### config.mk
export PLATFORM = sky130hd
export DESIGN_NAME = lgcs_front
export DESIGN_NICKNAME = d
export VERILOG_FILES = /design/src/lgcs_pkg.sv /design/src/lgcs_front.sv
export SDC_FILE = /design/constraint.sdc
export NUM_CORES = 1
export LEC_CHECK = 0
export ABC_AREA = 1
export BUFFER_PORTS_ARGS = -buffer_cell sky130_fd_sc_hd__buf_2
export CELL_PAD_IN_SITES_DETAIL_PLACEMENT = 1
export CELL_PAD_IN_SITES_GLOBAL_PLACEMENT = 2
export CORE_ASPECT_RATIO = 0.5
export CORE_MARGIN = 2
export CORE_UTILIZATION = 34
export DETAILED_ROUTE_END_ITERATION = 8
export HOLD_SLACK_MARGIN = 0.05
export PLACE_DENSITY_LB_ADDON = 0.2
export SLEW_MARGIN = 0
export SYNTH_ARGS = -nofsm -noshare
export SYNTH_HDL_FRONTEND = slang
export SYNTH_SLANG_ARGS = --single-unit
### constraint.sdc
create_clock -name clk -period 2.59 [get_ports clk]
set_clock_uncertainty 0.1 [all_clocks]
set_input_delay 0.259 -clock clk [delete_from_list [all_inputs] [get_ports clk]]
set_output_delay 0.259 -clock clk [all_outputs]
set_load 0.005 [all_outputs]
### src/lgcs_pkg.sv
`timescale 1ns / 1ps
`default_nettype none
// ----------------------------------------------------------------------------
// LCD glyph command sequencer package
// Shared constants, operation codes and the command queue entry type.
// ----------------------------------------------------------------------------
package lgcs_pkg;

	localparam int GLYPH_BYTES = 16;
	localparam int WORDS_PER_CHAR = 64;

	// Operation codes carried on the op field.
	localparam logic OP_LOAD = 1'b0;
	localparam logic OP_DRAW = 1'b1;

	// Character code of the first glyph in the font.
	localparam logic [7:0] CODE_BASE = 8'd32;

	// Display protocol constants.
	localparam logic [7:0] CMD_PAGE   = 8'hB0;
	localparam logic [7:0] CMD_COL_HI = 8'h10;
	localparam logic [7:0] COL_ORIGIN = 8'd129;

	// One classified command waiting for the sequencer. The address is already
	// wrapped into the font store and the glyph index is already reduced.
	typedef struct packed {
		logic        op;
		logic [10:0] font_address;
		logic [7:0]  font_byte;
		logic [7:0]  glyph;
		logic [1:0]  text_row;
		logic [4:0]  text_column;
		logic        invert;
	} cmd_entry_t;

endpackage
`default_nettype wire

### src/lgcs_front.sv
`timescale 1ns / 1ps
`default_nettype none
// ----------------------------------------------------------------------------
// LCD glyph command sequencer front end
// Accepts commands, reduces the glyph index and load address, and holds them
// in a two-entry queue for the sequencer.
// ----------------------------------------------------------------------------
module lgcs_front
	import lgcs_pkg::*;
#(
	parameter int FONT_GLYPHS = 128
) (
	input  wire logic        clk,
	input  wire logic        arst_n,
	input  wire logic        start,
	input  wire logic        op,
	input  wire logic [10:0] font_address,
	input  wire logic [7:0]  font_byte,
	input  wire logic [1:0]  text_row,
	input  wire logic [4:0]  text_column,
	input  wire logic [7:0]  char_code,
	input  wire logic        invert,
	output logic             busy,
	output cmd_entry_t       head,
	output logic             head_valid,
	input  wire logic        pop
);

	localparam int FONT_DEPTH = FONT_GLYPHS * GLYPH_BYTES;

	cmd_entry_t  entry;
	cmd_entry_t  queue_q [2];
	logic        wr_ptr_q;
	logic        rd_ptr_q;
	logic [1:0]  count_q;
	logic        push;
	logic [9:0]  glyph_acc;
	logic [11:0] addr_ext;

	// Biasing by the glyph count keeps the value positive for codes below the
	// base; it then stays under four times the glyph count.
	always_comb begin
		glyph_acc = {2'b00, char_code} + 10'(FONT_GLYPHS) - {2'b00, CODE_BASE};
		for (int k = 0; k < 3; k++) begin
			if (glyph_acc >= 10'(FONT_GLYPHS)) begin
				glyph_acc = glyph_acc - 10'(FONT_GLYPHS);
			end
		end
	end

	// The address field is below twice the smallest store depth.
	always_comb begin
		addr_ext = {1'b0, font_address};
		if (addr_ext >= 12'(FONT_DEPTH)) begin
			addr_ext = addr_ext - 12'(FONT_DEPTH);
		end
	end

	always_comb begin
		entry.op           = op;
		entry.font_address = addr_ext[10:0];
		entry.font_byte    = font_byte;
		entry.glyph        = glyph_acc[7:0];
		entry.text_row     = text_row;
		entry.text_column  = text_column;
		entry.invert       = invert;
	end

	assign busy       = (count_q == 2'd2);
	assign push       = start && !busy;
	assign head       = queue_q[rd_ptr_q];
	assign head_valid = (count_q != 2'd0);

	always_ff @(posedge clk) begin
		if (push) begin
			queue_q[wr_ptr_q] <= entry;
		end
	end

	always_ff @(posedge clk or negedge arst_n) begin
		if (!arst_n) begin
			wr_ptr_q <= 1'b0;
			rd_ptr_q <= 1'b0;
			count_q  <= 2'd0;
		end else begin
			if (push) begin
				wr_ptr_q <= !wr_ptr_q;
			end
			if (pop) begin
				rd_ptr_q <= !rd_ptr_q;
			end
			unique case ({push, pop})
				2'b10:   count_q <= count_q + 2'd1;
				2'b01:   count_q <= count_q - 2'd1;
				default: count_q <= count_q;
			endcase
		end
	end

endmodule
`default_nettype wire

# [After elaboration in Yosys (flattened, before gate mapping)]
# Memories as Yosys holds them, arrays and structs flattened.
# Index checks and enable logic that the tools add are counted.
[word_totals] ff_bits=4 mem_bits_rw=72 in_bits=40 output_inout_bits=38 word_cells=29 mem_count=1
[mem_list] memory="queue_q" words=2 word_bits=36 read_ports=1 rd_ports_with_merged_regs=0 wr=1 line_no="lgcs_front.sv:32" text="cmd_entry_t queue_q [2];"
[classes] addsub=7 n_lt_le_gt_ge=3 n_eq_ne=3 mux=6 n_reduce_logical=6
[op_table] op="$ge A10 B8 Y1 const B" n=3
[op_table] op="$mux W10" n=2
[op_table] op="$sub A10 B8 Y10 const B" n=2
[op_table] op="$sub A9 B6 Y10 const B" n=1
[op_table] op="$add A8 B8 Y9 const B" n=1
[op_table] op="$mux W8" n=1
[op_table] op="$sub A8 B8 Y8 const B" n=1
[op_table] op="$eq A2 B2 Y1 const B" n=2
[op_table] op="$pmux W2 S2" n=1
[op_table] op="$reduce_bool A2 Y1" n=2
[op_table] op="$logic_not A1 Y1" n=3
[op_table] op="$add A2 B1 Y2 const B" n=1
[op_table] op="$eq A2 B1 Y1 const B" n=1
[op_table] op="$mux W1" n=2
[op_table] op="$sub A2 B1 Y2 const B" n=1
[op_table] op="$logic_and A1 B1 Y1" n=1

# [Logic depth before layout (Yosys ltp)]
[logic_depth] depth_word=8 ltp_mapped=16 depth_no_buf=16

# [Worst setup path before layout]
# No wires, ideal clock.
[synth_timing] path_type="register to register" start="register count_q[1]" end="memory queue_q[0][0] (netlist name), enable pin" arrival_time_ns=2.072 required_ns=2.061 path_slack_ns=-0.011 stages_incl_launch_ff=4 cell_sequence="dfrtp_1 > inv_1 > o21ai_2 > nor2_1"
[synth_between] elab_chain_len=5
[synth_rtl] item="start: declaration" line_no="lgcs_front.sv:35" text="logic [1:0] count_q;"
[synth_rtl] item="start signal: assignment" line_no="lgcs_front.sv:93" text="2'b10: count_q <= count_q + 2'd1;"
[synth_rtl] item="start signal: assignment" line_no="lgcs_front.sv:94" text="2'b01: count_q <= count_q - 2'd1;"
[synth_rtl] item="start signal: assignment" line_no="lgcs_front.sv:95" text="default: count_q <= count_q;"
[synth_rtl] item="$eq A2 B2 Y1" line_no="lgcs_front.sv:69" text="assign busy = (count_q == 2'd2);"
[synth_rtl] item="$logic_not A1 Y1" line_no="lgcs_front.sv:70" text="assign push = start && !busy;"
[synth_rtl] item="$logic_and A1 B1 Y1" line_no="lgcs_front.sv:70"
[synth_rtl] item="$mux W1" line_no="lgcs_front.sv:75" text="if (push) begin"
[synth_rtl] item="$mux W1 (not written as such)" line_no="lgcs_front.sv:76" text="queue_q[wr_ptr_q] <= entry;"
[synth_rtl] item="end: declaration" line_no="lgcs_front.sv:32"
# Every way passes these cells.

==> results.json <==
{
  "grt_pass1_vias": 1980,
  "clock.fmax_mhz": 449,
  "cp_max_fo": 20,
  "grt_usage": 0.122,
  "synthToLayoutAreaGrowth_pct": 36.3,
  "synth_cell_types": 22,
  "drc_errors": 0,
  "dpl.cell_count": 366,
  "combPwrFrac": 0.288,
  "grt_start_max_net_pins": 37,
  "cts_setup_buffers": 0,
  "pwr-share-clk": 0.293,
  "p_int_mw": 3.26,
  "syn_inst": 174,
  "worstPathRequired_ns": 2.23,
  "critPathMaxStageDelay_ns": 0.78,
  "worst_pin_slew_ns": 1.09,
  "period_share": 0.860,
  "first_pass_iters": 4,
  "maxSlewViolCount": 0,
  "r2r_slack_ns": 0.63,
  "worst-path-buf-inv": 2,
  "die-area_um2": 10200,
  "antenna_found_initial": 0,
  "vias": 1811,
  "r2r_end": "queue_q[0][14]",
  "place_ws_ns": 0.107,
  "nFillCells": 894,
  "status": "finished, final reports clean",
  "max-cap-violations": 0,
  "final-hold-violation-count": 0,
  "utilization": 0.488,
  "synth_top_area_cell": "edfxtp_1",
  "final_cells": 412,
  "worstHoldEndpoint": "queue_q[0][8]",
  "ys_ff_latch": 76,
  "slew_headroom": 0.270,
  "wl_per_cell_um": 14.4,
  "row_count": 24,
  "clock_sinks": 76,
  "dr.first_iter.drc_count": 43,
  "cellLeakagePower_nw": 1.78,
  "rsz0062_at_grt": "no",
  "reg2reg_from": "count_q[0]",
  "port-buffer-count": 77,
  "path_delay_family": "flip-flops",
  "dp_hpwl_um": 3990,
  "cts_tree": "built",
  "netlist_top_cells_area": "edfxtp_1, mux2_4, dfrtp_1",
  "routed_wl_um": 5920,
  "cts_buffers": 9,
  "fin_nets": 338,
  "powerDensity_nw_per_um2": 1020,
  "cp_data_arrival_time_ns": 1.87,
  "hp-start": "char_code[0]",
  "path_cells": "buf_12 -> mux2_2 -> buf_2",
  "critPathKind": "reg -> out",
  "multi_input_area_um2": 861,
  "worst_path_max_delay_cell": "dfrtp_2",
  "die_h_um": 72.5,
  "yosysWarnings": 0,
  "cts_root_buf": "clkbuf_16",
  "pwr-share-seq": 0.419,
  "netlist_area_um2": 3190,
  "endpoint_kind": "output pin",
  "overflow": 0,
  "cts.path.max_buffers": 2,
  "power.ir.vdd_worst_uv": 419,
  "n_antenna_cell": 0,
  "syn_nets": 222,
  "io_pins": 78,
  "core_area_um2": 8920,
  "holdPathStages": 1,
  "fin_crit_ns": 2.23,
  "worstSetupStartpointType": "register",
  "total_power_mw": 4.43,
  "switching_share": 0.264,
  "die_w_um": 141,
  "finalSetupViolations": 0,
  "seqCellArea_um2": 2260,
  "clk-insertion-delay-late_ns": 0.32,
  "worst_slack_ns": 0.363,
  "vias_per_cell": 4.40,
  "final_antenna_net_count": 0,
  "min_path_type": "in -> reg",
  "r2r_cells": 2,
  "avgSynthCellArea_um2": 18.4,
  "initial_core_util": 0.358,
  "final_area_um2": 4360,
  "gp_routability_congestion": 0.795,
  "drive_above_1_share": 0.475,
  "htree_levels": 3,
  "clkTransAtPathRegs_ns": 0.05,
  "synth.top_cell.area_share": 0.677,
  "grt_pass1_wl_um": 9380,
  "switching_power_mw": 1.17,
  "dpl_cell_area_um2": 3740,
  "synth.yosys.seq_area_share": 0.708
}
## area by class of cell
class | instances | share of cell area
Sequential cell | 76 | 0.520
Multi-Input combinational cell | 83 | 0.198
Timing Repair Buffer | 109 | 0.167
Clock buffer | 10 | 0.0526
Tap cell | 117 | 0.0336
Clock inverter | 6 | 0.0204
Inverter | 11 | 0.00948
## cell usage after synthesis, drive strengths merged
cell type,count
nand2,9
o21ai,3
a21oi,1
nand3,7
dfrtp,4
ha,8
inv,11
or2,1
nor2,11
o21a,1
mux2,36
buf,4
edfxtp,72
xor2,3
xnor2,2
nand4,1
## routing by layer
| metal | part of all wire | routed length (um) | vias to the layer above | track usage |
|---|---|---|---|---|
| met5 | 0 | 0 | - | 0 |
| met4 | 0.016 | 93 | 0 | 0.0444 |
| met3 | 0.035 | 205 | 11 | 0.0383 |
| met2 | 0.54 | 3170 | 38 | 0.225 |
| met1 | 0.41 | 2450 | 886 | 0.134 |
| li1 | - | - | 876 | - |
## worst register-to-register path, stage by stage (launching register included)
cell and delay [ns]:
dfrtp_1 0.45, o21ai_2 0.16, nor2_4 0.85
## registers in the layout, summed over array words and instances (netlist names)
register and count:
queue_q 72, count_q 2, rd_ptr_q 1, wr_ptr_q 1
## layout by cell type (no fill, tap or decap), types with 2 or more instances in the layout
master and n:
ha_1 8, nor2_1 7, nand3_1 6, clkinv_4 2, clkbuf_16 9, dlygate4sd3_1 30, dfrtp_1 3, o21ai_2 2
bufinv_16 2, edfxtp_1 72, buf_2 77, buf_12 2, inv_1 11, mux2_4 29, mux2_2 7, xor2_1 3
nand2_1 8, nor2_4 4
## through the flow
step	setup TNS [ns]	hold WS, ns
2_1_floorplan	-0.808	-0.137
3_3_place_gp	0	-0.0284
3_5_place_dp	0	-0.0237
4_1_cts	0	0.0578
5_1_grt	0	0.0587
6_report	0	0.0688
## power by group through the flow
stage	registers (mW)	clock network, mW	logic, mW
2_1_floorplan	1.78	0	0.893
3_3_place_gp	1.87	0	1.26
3_5_place_dp	1.89	0	1.28
4_1_cts	1.87	1.33	1.32
5_1_grt	1.89	1.38	1.40
6_report	1.86	1.30	1.28
## worst max-delay path by stage
stage                     endpoint  slack (ns)  cells past startpoint    startpoint
floorplan            queue_q[0][0]       -0.01                      3    count_q[1]
global placement    queue_q[0][15]        0.29                     17  char_code[5]
detailed placement  queue_q[0][15]        0.11                     17  char_code[5]
CTS                       head[35]        0.31                      3      rd_ptr_q
global route        queue_q[1][15]        0.26                     16  char_code[5]
finish                    head[35]        0.36                      3      rd_ptr_q
## logic make-up after synthesis
kind of cell / count (synthesis) / synth area share
DFF: 76 / 0.708
AOI/OAI and AO/OA: 5 / 0.0110
buffers and inverters: 15 / 0.0270
xor gates and xnor gates: 5 / 0.0161
adders and majority gates: 8 / 0.0313
muxes: 36 / 0.161
and+or+nand+nor: 29 / 0.0454
## what timing repair did
action                                 in CTS  in global routing
hold buffers                               30                  0
endpoints found under the hold margin      61                  0
resized for setup                           0                  0
Note: power is estimated with default switching activity, not from simulation.
