## config.mk

```make
export PLATFORM = sky130hd
export DESIGN_NAME = lgcs_back
export DESIGN_NICKNAME = d
export VERILOG_FILES = /design/src/lgcs_pkg.sv /design/src/lgcs_back.sv
export SDC_FILE = /design/constraint.sdc
export NUM_CORES = 1
export LEC_CHECK = 0
export BUFFER_PORTS_ARGS = -buffer_cell sky130_fd_sc_hd__buf_2
export CAP_MARGIN = 20
export CORE_MARGIN = 5
export CORE_UTILIZATION = 49
export DETAILED_ROUTE_END_ITERATION = 8
export PLACE_DENSITY = 0.87
export SYNTH_ARGS = -nofsm -noshare
export SYNTH_HDL_FRONTEND = slang
export SYNTH_SLANG_ARGS = --single-unit
export TNS_END_PERCENT = 5
```

## constraint.sdc

```tcl
create_clock -name clk -period 5.2 [get_ports clk]
set_input_delay 0.26 -clock clk [delete_from_list [all_inputs] [get_ports clk]]
set_output_delay 0.26 -clock clk [all_outputs]
set_load 0.05 [all_outputs]
```

## src/lgcs_pkg.sv

```systemverilog
`timescale 1ns / 1ps
`default_nettype none
// ----------------------------------------------------------------------------
// LCD glyph command sequencer package
// Shared constants, operation codes and the command queue entry type.
// ----------------------------------------------------------------------------
package lgcs_pkg;

	localparam int GLYPH_BYTES = 16;
	localparam int WORDS_PER_CHAR = 64;

	// Operation codes carried on the op field.
	localparam logic OP_LOAD = 1'b0;
	localparam logic OP_DRAW = 1'b1;

	// Character code of the first glyph in the font.
	localparam logic [7:0] CODE_BASE = 8'd32;

	// Display protocol constants.
	localparam logic [7:0] CMD_PAGE   = 8'hB0;
	localparam logic [7:0] CMD_COL_HI = 8'h10;
	localparam logic [7:0] COL_ORIGIN = 8'd129;

	// One classified command waiting for the sequencer. The address is already
	// wrapped into the font store and the glyph index is already reduced.
	typedef struct packed {
		logic        op;
		logic [10:0] font_address;
		logic [7:0]  font_byte;
		logic [7:0]  glyph;
		logic [1:0]  text_row;
		logic [4:0]  text_column;
		logic        invert;
	} cmd_entry_t;

endpackage
`default_nettype wire

```

## src/lgcs_back.sv

```systemverilog
`timescale 1ns / 1ps
`default_nettype none
// ----------------------------------------------------------------------------
// LCD glyph command sequencer back end
// Executes queued commands: writes font bytes, and walks the 64-word display
// sequence of a character through a registered output stage.
// ----------------------------------------------------------------------------
module lgcs_back
	import lgcs_pkg::*;
#(
	parameter int FONT_GLYPHS = 128
) (
	input  wire logic                                   clk,
	input  wire logic                                   arst_n,
	input  wire cmd_entry_t                             head,
	input  wire logic                                   head_valid,
	output logic                                        pop,
	output logic                                        active,
	output logic                                        ram_we,
	output logic [$clog2(FONT_GLYPHS*GLYPH_BYTES)-1:0]  ram_waddr,
	output logic [7:0]                                  ram_wdata,
	output logic [$clog2(FONT_GLYPHS*GLYPH_BYTES)-1:0]  ram_raddr,
	input  wire logic [7:0]                             ram_rdata,
	output logic                                        strobe,
	output logic [8:0]                                  spi_word,
	output logic                                        last
);

	localparam int AW = $clog2(FONT_GLYPHS * GLYPH_BYTES);

	// Word position within one display column.
	localparam logic [1:0] PH_PAGE   = 2'd0;
	localparam logic [1:0] PH_COL_HI = 2'd1;
	localparam logic [1:0] PH_COL_LO = 2'd2;
	localparam logic [1:0] PH_DATA   = 2'd3;

	logic        active_q;
	logic [5:0]  cnt_q;
	logic [7:0]  glyph_q;
	logic [1:0]  row_q;
	logic [4:0]  col_q;
	logic        inv_q;
	logic        strobe_q;
	logic [8:0]  word_q;
	logic        last_q;
	logic [8:0]  word_next;
	logic [7:0]  col_addr;
	logic [2:0]  page;
	logic [11:0] raddr_full;
	logic [11:0] waddr_full;

	assign pop       = head_valid && !active_q;
	assign active    = active_q;
	assign ram_we    = pop && (head.op == OP_LOAD);
	assign waddr_full = {1'b0, head.font_address};
	assign ram_waddr = waddr_full[AW-1:0];
	assign ram_wdata = head.font_byte;

	// The address holds for a whole column, so the registered read is ready
	// by the data word.
	assign raddr_full = {glyph_q, cnt_q[5:2]};
	assign ram_raddr  = raddr_full[AW-1:0];

	assign page     = {row_q, cnt_q[5]};
	assign col_addr = COL_ORIGIN - {col_q, 3'b000} - {5'd0, cnt_q[4:2]};

	always_comb begin
		unique case (cnt_q[1:0])
			PH_PAGE:   word_next = {1'b0, CMD_PAGE | {5'd0, page}};
			PH_COL_HI: word_next = {1'b0, CMD_COL_HI | {4'd0, col_addr[7:4]}};
			PH_COL_LO: word_next = {5'd0, col_addr[3:0]};
			PH_DATA:   word_next = {1'b1, ram_rdata ^ {8{inv_q}}};
			default:   word_next = 9'd0;
		endcase
	end

	always_ff @(posedge clk) begin
		if (pop && (head.op == OP_DRAW)) begin
			glyph_q <= head.glyph;
			row_q   <= head.text_row;
			col_q   <= head.text_column;
			inv_q   <= head.invert;
		end
		if (active_q) begin
			word_q <= word_next;
			last_q <= (cnt_q == 6'(WORDS_PER_CHAR - 1));
		end
	end

	always_ff @(posedge clk or negedge arst_n) begin
		if (!arst_n) begin
			active_q <= 1'b0;
			cnt_q    <= 6'd0;
			strobe_q <= 1'b0;
		end else begin
			strobe_q <= active_q;
			if (active_q) begin
				cnt_q <= cnt_q + 6'd1;
				if (cnt_q == 6'(WORDS_PER_CHAR - 1)) begin
					active_q <= 1'b0;
				end
			end else if (pop && (head.op == OP_DRAW)) begin
				active_q <= 1'b1;
				cnt_q    <= 6'd0;
			end
		end
	end

	assign strobe   = strobe_q;
	assign spi_word = word_q;
	assign last     = strobe_q && last_q;

endmodule
`default_nettype wire

```

# Word-level counts from Yosys, hierarchy flattened
# Cells that the tools add are included.
# word_totals
ff_bits	33
out_inout_bits	44
elab_cells	31
input_bits	47
# classes
reduce_logical	7
bitwise	2
eq_ne	4
muxes	6
addsub	3
# op_table
cell	count
one-hot mux 9 bit (4 select lines)	1
2-to-1 mux 6 bit	2
subtractor 8 x 3 -> 8 bit	1
subtractor 8 bit (first input constant)	1
XOR 8 bit	1
adder 6 x 1 -> 6 bit (second input constant)	1
equality test 6 bit (second input constant)	1
equality test 2 bit (second input constant)	2
logical AND 1 bit	4
2-to-1 mux 1 bit	3
equality test 2 x 1 -> 1 bit (second input constant)	1
zero test 2 bit	1
nonzero test 2 bit	1
zero test 1 bit	1
inverter 1 bit	1

# Longest topological paths before layout
# depth
depth_word	5
mapped_depth	6
mapped_depth_nobuf	6

# Worst setup path after synthesis
# No wires, ideal clock.
# synth_path
kind	flip-flop to output port
startpoint	reg active_q, in the netlist active
endpoint	out ram_we
path_stages_with_launch	4
required_ns	4.940
arrival_ns	2.523
n_path_buf	1
setup_slack_ns	2.417
path_cell_list	dfrtp_1 > clkbuf_1 > nor2b_1 > nor2b_1
# synth_via
elab_chain_len	3
# synth_lines
item	line_no	rtl
start: declaration	lgcs_back.sv:37	logic active_q;
start signal: assignment	lgcs_back.sv:92	active_q <= 1'b0;
start signal: assignment	lgcs_back.sv:100	active_q <= 1'b0;
start signal: assignment	lgcs_back.sv:103	active_q <= 1'b1;
zero test 1 bit	lgcs_back.sv:52	assign pop = head_valid && !active_q;
logical AND 1 bit	lgcs_back.sv:52	
net pop	lgcs_back.sv:17	output logic pop,
logical AND 1 bit	lgcs_back.sv:54	assign ram_we = pop && (head.op == OP_LOAD);
end: declaration	lgcs_back.sv:19	output logic ram_we,
# The timed path passes the listed nets, and every way through them passes these cells.

# Worst setup path in the final report
# layout_path
startpoint	reg cnt_q[4]
endpoint	reg word_q[3], in the netlist spi_word[3] (data pin)
# layout_via
elab_chain_len	2
# layout_lines
item	line_no	rtl
start: declaration	lgcs_back.sv:38	logic [5:0] cnt_q;
start signal: assignment	lgcs_back.sv:98	cnt_q <= cnt_q + 6'd1;
subtractor 8 x 3 -> 8 bit	lgcs_back.sv:65	assign col_addr = COL_ORIGIN - {col_q, 3'b000} - {5'd0, cnt_q[4:2]};
one-hot mux 9 bit (4 select lines)	lgcs_back.sv:68	unique case (cnt_q[1:0])
net word_next[3]	lgcs_back.sv:46	logic [8:0] word_next;
end signal: assignment	lgcs_back.sv:85	word_q <= word_next;
end: declaration	lgcs_back.sv:44	logic [8:0] word_q;
# The timed path passes the listed nets, and every way through them passes these cells.
# A chain may end at the register's enable or synchronous reset.

==> flow_summary.yaml <==
finish:
  fin_nets: 247
  final_cell_mix: "51 x buf_2, 25 x edfxtp_1, 12 x inv_1, 12 x nand2_1, 12 x ha_1"
  diodes: 0
  drive_gt1_share_pct: 31.75
  areaGrowthSynthToFinish_pct: 13.91
  final_common_cell: "buf_2"
  stdcell_area_um2: 2049
  fill_cells: 304
sta:
  skew_ps: 1.676
  relSlewSlack_pct: 55.60
  max_freq_ghz: 0.5131
  finalHoldViolations: 0
  post-route-period-util_pct: 37.48
  tns_ps: 0
  worst_pin_slew_ps: 666.0
  setup_viol: 0
  report.final.slew_viol_count: 0
  post-route-min-period_ps: 1949
  rsz0062_at_grt: "no"
flow_run:
  cap_violations: 0
drt:
  drt-pass1-iter-count: 4
  drc: 0
  drt_wl_total_um: 3080
  ant_nets: 0
  drt_iter0_markers: 77
  via_count: 1187
  routed_via_density: 5.008
  wl_per_cell_um: 13.00
worst_setup_path:
  path_max_fanout: 7
  reg2reg_depth: 6
  worstPathArrival_ps: 1980
  worst-path-stages: 6
  start_kind: "register"
  cp_slowest_cell: "dfrtp_1"
  cpLargestDelayFamily: "compound AO/OA/AOI/OAI gates"
  cp.required_ps: 5230
  criticalPathCategory: "reg -> reg"
  crit_buf_inv: 1
  worstPathCellList: "inv_1 -> ha_1 -> o21bai_1 -> a221oi_2 -> a211oi_1 -> a311o_1"
  crit_path_end_kind: "register"
  cp_slowest_stage_delay_ps: 450
logic_synthesis:
  synth_edf_count: 25
  syn_inst: 155
  syn-num-nets: 214
  ys_types: 36
  async_flop_share_pct: 24.24
  ys_top_cells_by_area: "edfxtp_1 42%, dfrtp_1 11%, buf_4 9.6%"
  synth-main-ff-cell: "edfxtp_1"
  synth_top_area_share_pct: 41.72
  seq_area_frac_synth_pct: 52.85
  syn-cell-area_um2: 1799
  synth_top_area_cell: "edfxtp_1"
  synth_area_per_cell_um2: 11.61
  yosys_warnings: 0
  synth-seq-cells: 33
global_route:
  grt_pass1_wl_um: 5092
  grt_usage_pct: 12.92
  antenna_found_initial: 0
  grt_max_degree: 21
  grt_overflow: 0
  grt_pass1_vias: 1140
clock_network:
  clk_latency_ps: 280
  clkTransAtPathRegs_ps: 60
  cts_tree: "yes"
  clock_path_buffers: 2
  cts_buffers: 5
  cts.sinks: 33
  cts-root-buf: "clkbuf_8"
  cts_htree_levels: 2
pwr:
  p_seq_share_pct: 37.3
  switchingPower_mw: 0.4698
  power.leakage_nw: 0.9337
  p_clk_share_pct: 20.8
  combPwrFrac_pct: 41.9
  p_per_area_nw_per_um2: 541.5
  vdd_drop_max_mv: 0.3036
  swShare_pct: 42.33
  p_int_mw: 0.6400
floorplanning:
  dieArea_um2: 4984
  core_area_um2: 3606
  chipWidth_um: 70.60
  start_util_pct: 49.90
  die_h_um: 70.60
  rows: 22
  io_pins: 91
place:
  dp_hpwl_um: 2343
  place_congestion: 0.7671
  port_buffers: 51
  placed_area_um2: 1929
run_status:
  outcome: "complete, no violations"
min_path:
  min_path_type: "in -> reg"
  hold_depth: 1
==> logic make-up (layout without fill, tap and decap cells) <==
logic type	count (synthesis)	after routing	share of synthesized area (%)
buffers and inverters	38	72	12.80
AO/OA/AOI/OAI	28	28	11.41
AND/OR/NAND/NOR	34	34	9.735
XOR/XNOR	10	10	4.868
flip-flops	33	33	52.85
adder cells (fa/ha/maj)	12	12	8.345
==> synth_stat cells, drive strengths merged (4+ instances only) <==
library cell,count
a21oi,4
and3,5
buf,24
dfrtp,8
edfxtp,25
ha,12
inv,12
nand2,12
nor2b,4
o21ai,6
xor2,9
==> worst register-to-register path: stages (launching register included) <==
cell      delay [ps]
dfrtp_1          450
inv_1            110
ha_1             240
o21bai_1         190
a221oi_2         280
a211oi_1         120
a311o_1          320
==> metal layers <==
layer | track usage [%] | part of all wire (%) | up-vias
li1 | - | - | 599
met1 | 16.58 | 43 | 521
met2 | 17.88 | 41 | 62
met3 | 6.676 | 14 | 5
met4 | 6.472 | 1.3 | 0
met5 | 0 | 0 | -
==> through the flow <==
step | hold slack [ps] | std cells | worst slack [ps] | power, mW | util [%]
global route | 133.4 | 237 | 3045 | 1.177 | 56.84
CTS | 141.5 | 237 | 3241 | 1.117 | 56.84
detailed placement | 109.6 | 228 | 3249 | 0.8846 | 53.50
global placement | 109.5 | 228 | 3282 | 0.8728 | 53.50
finish | 150.6 | 237 | 3251 | 1.110 | 56.84
floorplan | -35.59 | 155 | 2417 | 0.8322 | -
==> flip-flops by register name (all words and copies together), names as in the netlist <==
signal and count:
glyph_q 7, spi_word 9, last_q 1, col_q 5, active 1, strobe 1, row_q 2, inv_q 1
cnt_q 6
==> final timing paths <==
path / from / slack [ps] / endpoint
worst min register to register: cnt_q[5] / 540 / cnt_q[5]
worst min-delay path: head[9] / 150 / glyph_q[1]
worst max register to register: cnt_q[4] / 3250 / spi_word[3]
worst max-delay path: cnt_q[4] / 3250 / spi_word[3]
max in group asynchronous: arst_n / 4690 / cnt_q[5]
min in group asynchronous: arst_n / 340 / active
==> power groups by stage <==
stage	Combinational (mW)	Clock (mW)	Sequential (mW)
2_1_floorplan	0.287	0	0.545
3_3_place_gp	0.456	0	0.417
3_5_place_dp	0.464	0	0.421
4_1_cts	0.466	0.236	0.415
5_1_grt	0.500	0.251	0.426
6_report	0.465	0.231	0.414
==> layout make-up <==
type                            instances  area (µm²)  area share (%)
Inverter                               12       45.04           2.198
Timing Repair Buffer                   52       265.3           12.94
Clock inverter                          3       41.29           2.015
Multi-Input combinational cell         84       618.1           30.16
Tap cell                               48       60.06           2.930
Clock buffer                            5       68.82           3.358
Sequential cell                        33       950.9           46.40
==> what timing repair did <==
action	4_1_cts	5_1_grt
setup endpoints to repair	0	0
hold buffers	1	0
endpoints found under the hold margin	8	0
setup buffers	0	0
resized for setup	0	0
Power figures use the tool's default switching activity.
